--- config.mk ---
export PLATFORM = sky130hd
export DESIGN_NAME = hics_shift_unit
export DESIGN_NICKNAME = d
export VERILOG_FILES = /design/src/design/histogram_inverse_cdf_sampler_top_macros.svh /design/src/design/hics_pkg.sv /design/src/design/hics_shift_unit.sv
export SDC_FILE = /design/constraint.sdc
export NUM_CORES = 1
export LEC_CHECK = 0
export ABC_CLOCK_PERIOD_IN_PS = 7700
export BUFFER_PORTS_ARGS = -buffer_cell sky130_fd_sc_hd__buf_2
export CORE_ASPECT_RATIO = 0.9
export CORE_UTILIZATION = 59
export CTS_BUF_LIST = sky130_fd_sc_hd__clkbuf_8 sky130_fd_sc_hd__clkbuf_16
export DETAILED_ROUTE_END_ITERATION = 8
export GPL_ROUTABILITY_DRIVEN = 1
export GPL_TIMING_DRIVEN = 0
export PLACE_DENSITY = 0.87
export RECOVER_POWER = 100
export SETUP_SLACK_MARGIN = 0.4
export SLEW_MARGIN = 10
export SYNTH_ARGS = -nofsm -noshare
export SYNTH_HDL_FRONTEND = slang
export SYNTH_SLANG_ARGS = --single-unit
--- constraint.sdc ---
create_clock -name clk -period 7.7 [get_ports clk]
set_input_delay 0.385 -clock clk [delete_from_list [all_inputs] [get_ports clk]]
set_output_delay 0.385 -clock clk [all_outputs]
set_load 0.05 [all_outputs]
--- src/design/histogram_inverse_cdf_sampler_top_macros.svh ---
// Assertion macros for the histogram inverse CDF sampler.
`ifndef HISTOGRAM_INVERSE_CDF_SAMPLER_TOP_MACROS_SVH
`define HISTOGRAM_INVERSE_CDF_SAMPLER_TOP_MACROS_SVH

// same-cycle implication, disabled while in reset
`define HICS_ASSERT_SAME(name, clk, rst_n, ante, cons, msg) \
  name: assert property (@(posedge clk) disable iff (!rst_n) (ante) |-> (cons)) \
    else $error(msg);

// next-cycle implication, disabled while in reset
`define HICS_ASSERT_NEXT(name, clk, rst_n, ante, cons, msg) \
  name: assert property (@(posedge clk) disable iff (!rst_n) (ante) |=> (cons)) \
    else $error(msg);

`endif

--- src/design/hics_pkg.sv ---
// Shared constants and types for the histogram inverse CDF sampler.
`default_nettype none
package hics_pkg;

  localparam int MAX_KNOTS_DEF  = 4096;
  localparam int EDGE_BITS_DEF  = 32;
  localparam int COUNT_BITS_DEF = 32;

  localparam int FUNC_W  = 1;
  localparam int INDEX_W = 12;
  localparam int VAL_W   = 32;
  localparam int CFG_W   = 13;
  localparam int STEP_W  = 5;

  localparam logic [CFG_W-1:0] KNOTS_USED_RESET = 13'd2;

  localparam logic [FUNC_W-1:0] FUNC_LOAD   = 1'b0;
  localparam logic [FUNC_W-1:0] FUNC_SAMPLE = 1'b1;

  // shift unit opcodes
  localparam int OP_W = 3;
  localparam logic [OP_W-1:0] OP_HOLD     = 3'd0;
  localparam logic [OP_W-1:0] OP_LOAD_MUL = 3'd1;
  localparam logic [OP_W-1:0] OP_MUL      = 3'd2;
  localparam logic [OP_W-1:0] OP_LOAD_DIV = 3'd3;
  localparam logic [OP_W-1:0] OP_DIV      = 3'd4;

  typedef struct packed {
    logic [OP_W-1:0] op;
  } hics_cmd_t;

endpackage
`default_nettype wire

--- src/design/hics_shift_unit.sv ---
// Shared shift-add / shift-subtract unit: serial multiply and restoring divide.
`default_nettype none
module hics_shift_unit #(
  parameter int AW  = 65,
  parameter int OPW = 33,
  parameter int CB  = hics_pkg::COUNT_BITS_DEF
) (
  input  wire logic                          clk,
  input  wire hics_pkg::hics_cmd_t           cmd,
  input  wire logic [AW-1:0]                 ld_acc,
  input  wire logic [OPW-1:0]                ld_opnd,
  input  wire logic [hics_pkg::VAL_W-1:0]    ld_mq,
  output      logic [AW-1:0]                 acc,
  output      logic [hics_pkg::VAL_W-1:0]    mq
);
  import hics_pkg::*;

  logic [AW-1:0]    acc_r, acc_nxt;
  logic [OPW-1:0]   opnd_r, opnd_nxt;
  logic [VAL_W-1:0] mq_r, mq_nxt;

  logic [AW-1:0]    add_x, add_y;
  logic             add_cin;
  logic [AW:0]      add_s;
  logic [CB:0]      div_t;
  logic [CB-1:0]    rem_nxt;
  logic             ge;

  // remainder sits above the 32 dividend bits still to be shifted in
  assign div_t = {acc_r[VAL_W +: CB], acc_r[VAL_W-1]};

  always_comb begin
    add_x   = {acc_r[AW-2:0], 1'b0};
    add_y   = mq_r[VAL_W-1] ? AW'(opnd_r) : '0;
    add_cin = 1'b0;
    if (cmd.op == OP_DIV) begin
      add_x   = AW'(div_t);
      add_y   = ~AW'(opnd_r[CB-1:0]);
      add_cin = 1'b1;
    end
  end

  assign add_s   = {1'b0, add_x} + {1'b0, add_y} + (AW+1)'(add_cin);
  assign ge      = add_s[AW];
  assign rem_nxt = ge ? add_s[CB-1:0] : div_t[CB-1:0];

  always_comb begin
    acc_nxt  = acc_r;
    opnd_nxt = opnd_r;
    mq_nxt   = mq_r;
    unique case (cmd.op)
      OP_LOAD_MUL: begin
        acc_nxt  = '0;
        opnd_nxt = ld_opnd;
        mq_nxt   = ld_mq;
      end
      OP_MUL: begin
        acc_nxt = add_s[AW-1:0];
        mq_nxt  = {mq_r[VAL_W-2:0], 1'b0};
      end
      OP_LOAD_DIV: begin
        acc_nxt  = ld_acc;
        opnd_nxt = ld_opnd;
        mq_nxt   = '0;
      end
      OP_DIV: begin
        acc_nxt = AW'({rem_nxt, acc_r[VAL_W-2:0], 1'b0});
        mq_nxt  = {mq_r[VAL_W-2:0], ge};
      end
      default: begin
      end
    endcase
  end

  always_ff @(posedge clk) begin
    acc_r  <= acc_nxt;
    opnd_r <= opnd_nxt;
    mq_r   <= mq_nxt;
  end

  assign acc = acc_r;
  assign mq  = mq_r;

endmodule
`default_nettype wire

======== After elaboration in Yosys (flattened, before gate mapping) ========
Cells that the tools add are included.
word-level totals
  bits in registers ....................... 130
  logic and storage cells ................. 19
  input port bits ......................... 134
  output and inout port bits .............. 97
operators by class
  reductions and logical operators ........ 2
  equality and inequality tests ........... 4
  add/sub/neg operators ................... 2
  bitwise gates (word level) .............. 1
  muxes and demuxes ....................... 7
operators with widths
  kind                                                             count
  65-bit case mux with 4 select lines                              1
  65-bit two-way mux                                               2
  32-bit case mux with 4 select lines                              1
  65-bit by 65-bit adder with 66-bit output                        1
  66-bit by 1-bit adder with 66-bit output                         1
  32-bit NOT with 65-bit output                                    1
  33-bit two-way mux                                               1
  32-bit two-way mux                                               1
  3-bit by 2-bit == test with 1-bit output, second input constant  2
  4-bit nonzero test                                               1
  3-bit by 1-bit == test with 1-bit output, second input constant  1
  3-bit == test, second input constant                             1
  2-bit OR reduction                                               1
  1-bit two-way mux                                                1

======== Depth between registers and ports, before layout ========
  depth after elaboration ................. 6
  depth in mapped cells ................... 23

======== Worst setup path after synthesis ========
Ideal clock, no wire load.
  path type ............................... input to register
  start ................................... input cmd[0] in the netlist's numbering
  end ..................................... register acc_r[60] (netlist: acc[60]) (data pin)
  arrival ................................. 5.035 ns
  stages on the path ...................... 20
  slack ................................... 2.530 ns
  path through ............................ clkbuf_1 -> nor2_1 -> and2_0 -> clkbuf_1 -> clkbuf_1 -> buf_1 -> buf_1 -> nand2_1 -> fa_1 -> fa_1 -> nand2b_1 -> a211oi_2 -> o211ai_1 -> o221ai_2 -> nor4_1 -> or3_1 -> buf_2 -> or3_1 -> or4_1 -> nand3_1
on the way
  word-level cells in the longest chain between the ends .. 6
  elaborated cells on any way between the ends .. 11
RTL lines
  element                                    line                                          source
  from (decl)                                hics_shift_unit.sv:9                          input wire hics_pkg::hics_cmd_t cmd,
  3-bit == test                              hics_shift_unit.sv:36, hics_shift_unit.sv:51
  65-bit two-way mux                         hics_shift_unit.sv:36                         if (cmd.op == OP_DIV) begin
  65-bit by 65-bit adder with 66-bit output  hics_shift_unit.sv:43                         assign add_s = {1'b0, add_x} + {1'b0, add_y} + (AW+1)'(add_cin);
  66-bit by 1-bit adder with 66-bit output   hics_shift_unit.sv:43
  32-bit two-way mux                         hics_shift_unit.sv:45                         assign rem_nxt = ge ? add_s[CB-1:0] : div_t[CB-1:0];
  65-bit case mux with 4 select lines *      hics_shift_unit.sv:51                         unique case (cmd.op)
  via acc_nxt[60]                            hics_shift_unit.sv:18                         logic [AW-1:0] acc_r, acc_nxt;
  to (signal assigned)                       hics_shift_unit.sv:76                         acc_r <= acc_nxt;
  to (decl)                                  hics_shift_unit.sv:18
The timed path passes the listed nets; every way through them passes the cells marked *.
A chain may end at the register's enable or synchronous reset.

======== Final worst setup path ========
  start ................................... input cmd[0] in the netlist's numbering
  end ..................................... register acc_r[40] (netlist: acc[40]) (data pin)
Same word-level chain as after synthesis.

==> metrics.csv <==
stage,metric,value,unit
run_status,status,finished with violations,
run_status,violations,"capacitance limit, slew limit",
clock_network,root_buffer,clkbuf_16,
clock_network,clk_pin_slew,0.07,ns
floorplanning,core_area,15440,um^2
synth,synth_area,9319,um^2
place,place_area,10780,um^2
power,p_int,1564,uW
drt,drtIter0Drc,1501,
place,io_buffers,229,
power,total_power,2574,uW
sta,relSlewSlack,-97.20,%
drt,detail_route.vias_per_cell,6.807,
power,sw_frac_of_total,39.26,%
global_routing,grt_pass1_wl,53.72,mm
drt,routed_wl,37.06,mm
drt,dr.pass1.iters,7,
sta,fmax,134.2,MHz
sta,fin_setup_tns,0,ns
sta,setup_viol,0,
drt,final_antenna_net_count,0,
clock_network,postCtsResizedCells,0,
clock_network,postCtsSetupRepairBufs,0,
synth,post_synth.cell_area_avg,8.858,um^2
clock_network,numClockSinks,130,
floorplanning,die_w,134.5,um
power,p_switching,1011,uW
floorplanning,initial_core_util,60.35,%
clock_network,cts.htree.levels,4,
global_routing,track_usage,45.20,%
finish,diodes,0,
worst_setup_path,crit_path_start_kind,input pin,
power,p_leak,0.004298,uW
floorplanning,io_pins,231,
synth,synthTopCellsByCount,"217 x nand2_1, 130 x edfxtp_1, 94 x o21ai_0",
finish,instances_no_fill,1517,
synth,synth_top_area_share,41.89,%
clock_network,cts_buffers,17,
clock_network,hold_buffers,0,
global_routing,grt_pass1_vias,9407,
synth,ys_ff_latch,130,
power,seq_power_share,36.2,%
drt,dr_total_vias,10326,
hold_path,hold_path_class,in2reg,
place,dp_hpwl,27.58,mm
synth,seq_area_frac_synth,41.89,%
synth,postSynthCellCount,1052,
sta,tightest_slew,2.958,ns
drt,drc_errors,0,
drt,wl_per_cell,24.43,um
synth,yosys_warnings,0,
drt,top_layer,met4,
power,power_density,231.0,nW/um^2
finish,num-nets-final,1470,
clock_network,cts_buffer_depth,2,
synth,async_flop_share,0,%
drt,wl_met1,13.85,mm
synth,synth_edf_count,130,
place,gp_congestion,1.038,
finish,fin_area,11140,um^2
global_routing,antenna_found_initial,0,
clock_network,worstSkewPairLatency,0.44,ns
worst_setup_path,slowest_stage,a211oi_1,
synth,synth-main-ff-cell,edfxtp_1,
finish,drive_gt1_share,14.52,%
worst_setup_path,max_stage_delay,1.20,ns
synth,synth_nets,1220,
sta,clock_skew,0.01433,ns
finish,area_growth,19.59,%
synth,synth_largest_area_cell,edfxtp_1,
worst_setup_path,critPathCaptureType,flop,
worst_setup_path,arrival,7.61,ns
synth,ys_types,71,
drt,dr_wl_met2,16.01,mm
synth,yosysMostFrequentCell,nand2_1,
power,peakVddDrop,0.2393,mV
synth,synthTopCellsByArea,"edfxtp_1 42%, nand2_1 8.7%, o21ai_0 5.0%",
worst_setup_path,timing.critical_path.buf_inv,7,
clock_network,cts_tree,built,
floorplanning,dieHeight,121.2,um
finish,final.fill_count,1237,
worst_setup_path,timing.critical_path.mode_cell,clkbuf_1,
power,comb_power_share,31.3,%
global_routing,grt-ovfl-total,0,
sta,slew_viol_final,131,
drt,wl_met3,5.587,mm
sta,finalHoldViolations,0,
sta,rsz0062_at_grt,false,
worst_setup_path,crit_required,7.86,ns
worst_setup_path,cp_top_family,buffers and inverters,
floorplanning,row_count,43,
place,dp_cells,1485,
worst_setup_path,path_max_fanout,10,
sta,min_period,7.451,ns
floorplanning,die_area,16300,um^2
run,max_cap_viol_count,3,
global_routing,grt_max_degree,51,
worst_setup_path,crit_chain,clkbuf_1 -> nor2_1 -> and2_0 -> clkbuf_1 -> inv_1 -> clkbuf_1 -> clkbuf_1 -> clkbuf_1 -> o21ai_0 -> ha_1 -> and2_0 -> o211ai_1 -> a21oi_1 -> o211ai_1 -> a21o_1 -> a211oi_1 -> buf_4 -> nor2_1 -> a31oi_1 -> nand3_1,
finish,post-route-util,72.17,%
power,clkPwrFrac,32.5,%
worst_setup_path,critPathKind,in2reg,
sta,post-route-period-util,96.77,%
-- power groups by stage --
| stage | combinational (uW) | sequential (uW) | clock, uW |
|---|---|---|---|
| floorplan | 383 | 1090 | 0 |
| global placement | 777 | 940 | 0 |
| detailed placement | 792 | 937 | 0 |
| CTS | 798 | 923 | 821 |
| global route | 846 | 937 | 853 |
| finish | 805 | 933 | 836 |
-- cells by family after synthesis --
kind of cell,count (synthesis),synth area share [%]
compound gates,323,23.52
fa+ha+maj,34,4.726
mux,15,1.638
flops,130,41.89
simple gates,411,19.87
buf+inv,96,4.310
xor+xnor,43,4.041
-- path summary, 6_finish.rpt --
kind | startpoint | to | slack [ns] | cells past startpoint
max | cmd[0] | acc[40] | 0.25 | 20
min | ld_opnd[1] | opnd_r[1] | 0.12 | 1
max reg2reg | mq[31] | acc[48] | 2.01 | 17
min reg2reg | mq[29] | mq[30] | 0.57 | 1
-- state kept, by name (all words and copies together) (netlist names) --
signal / flops
opnd_r: 33
mq: 32
acc: 65
-- layout by cell type, fill, tap and decap left out, types with 17 or more instances in the layout --
cell / n
edfxtp_1: 130
clkbuf_1: 153
o211ai_1: 17
o21ai_0: 97
clkbuf_16: 17
nand4_1: 18
a32o_1: 34
nor2_1: 71
buf_2: 142
nand2_1: 217
inv_1: 18
xnor2_1: 20
ha_1: 32
nand3_1: 29
xor2_1: 23
a21oi_1: 64
-- cell type report --
class                           instances  area (um^2)  area share, %
Sequential cell                       130         3904          35.03
Timing Repair Buffer                  231         1032          9.262
Inverter                               17        63.81         0.5726
Clock buffer                           17        425.4          3.817
Tap cell                              202        252.7          2.268
Clock inverter                         15        157.7          1.415
Multi-Input combinational cell        826         4972          44.62
Buffer                                 79        336.6          3.020
-- layer usage --
metal / GRT usage (%) / up-vias
met2: 66.65 / 959
met1: 61.12 / 4775
li1: - / 4443
met5: 0 / -
met4: 20.58 / 0
met3: 13.58 / 149
-- worst reg2reg max path: cells and delay by family, from the launching register on --
kind	cells	cell delay (ns)
fa+ha+maj	2	0.88
compound gates	5	1.27
xor+xnor	1	0.20
buf+inv	4	1.25
simple gates	5	1.44
flops	1	0.39
-- per-stage QoR --
stage	hold WS, ns	setup slack, ns
floorplan	0.4839	2.530
global placement	0.5391	0.7474
detailed placement	0.5484	0.6702
CTS	0.1287	1.068
global route	0.1199	0.4029
finish	0.1201	0.2487
No activity file was read; power rests on OpenSTA's default activity.
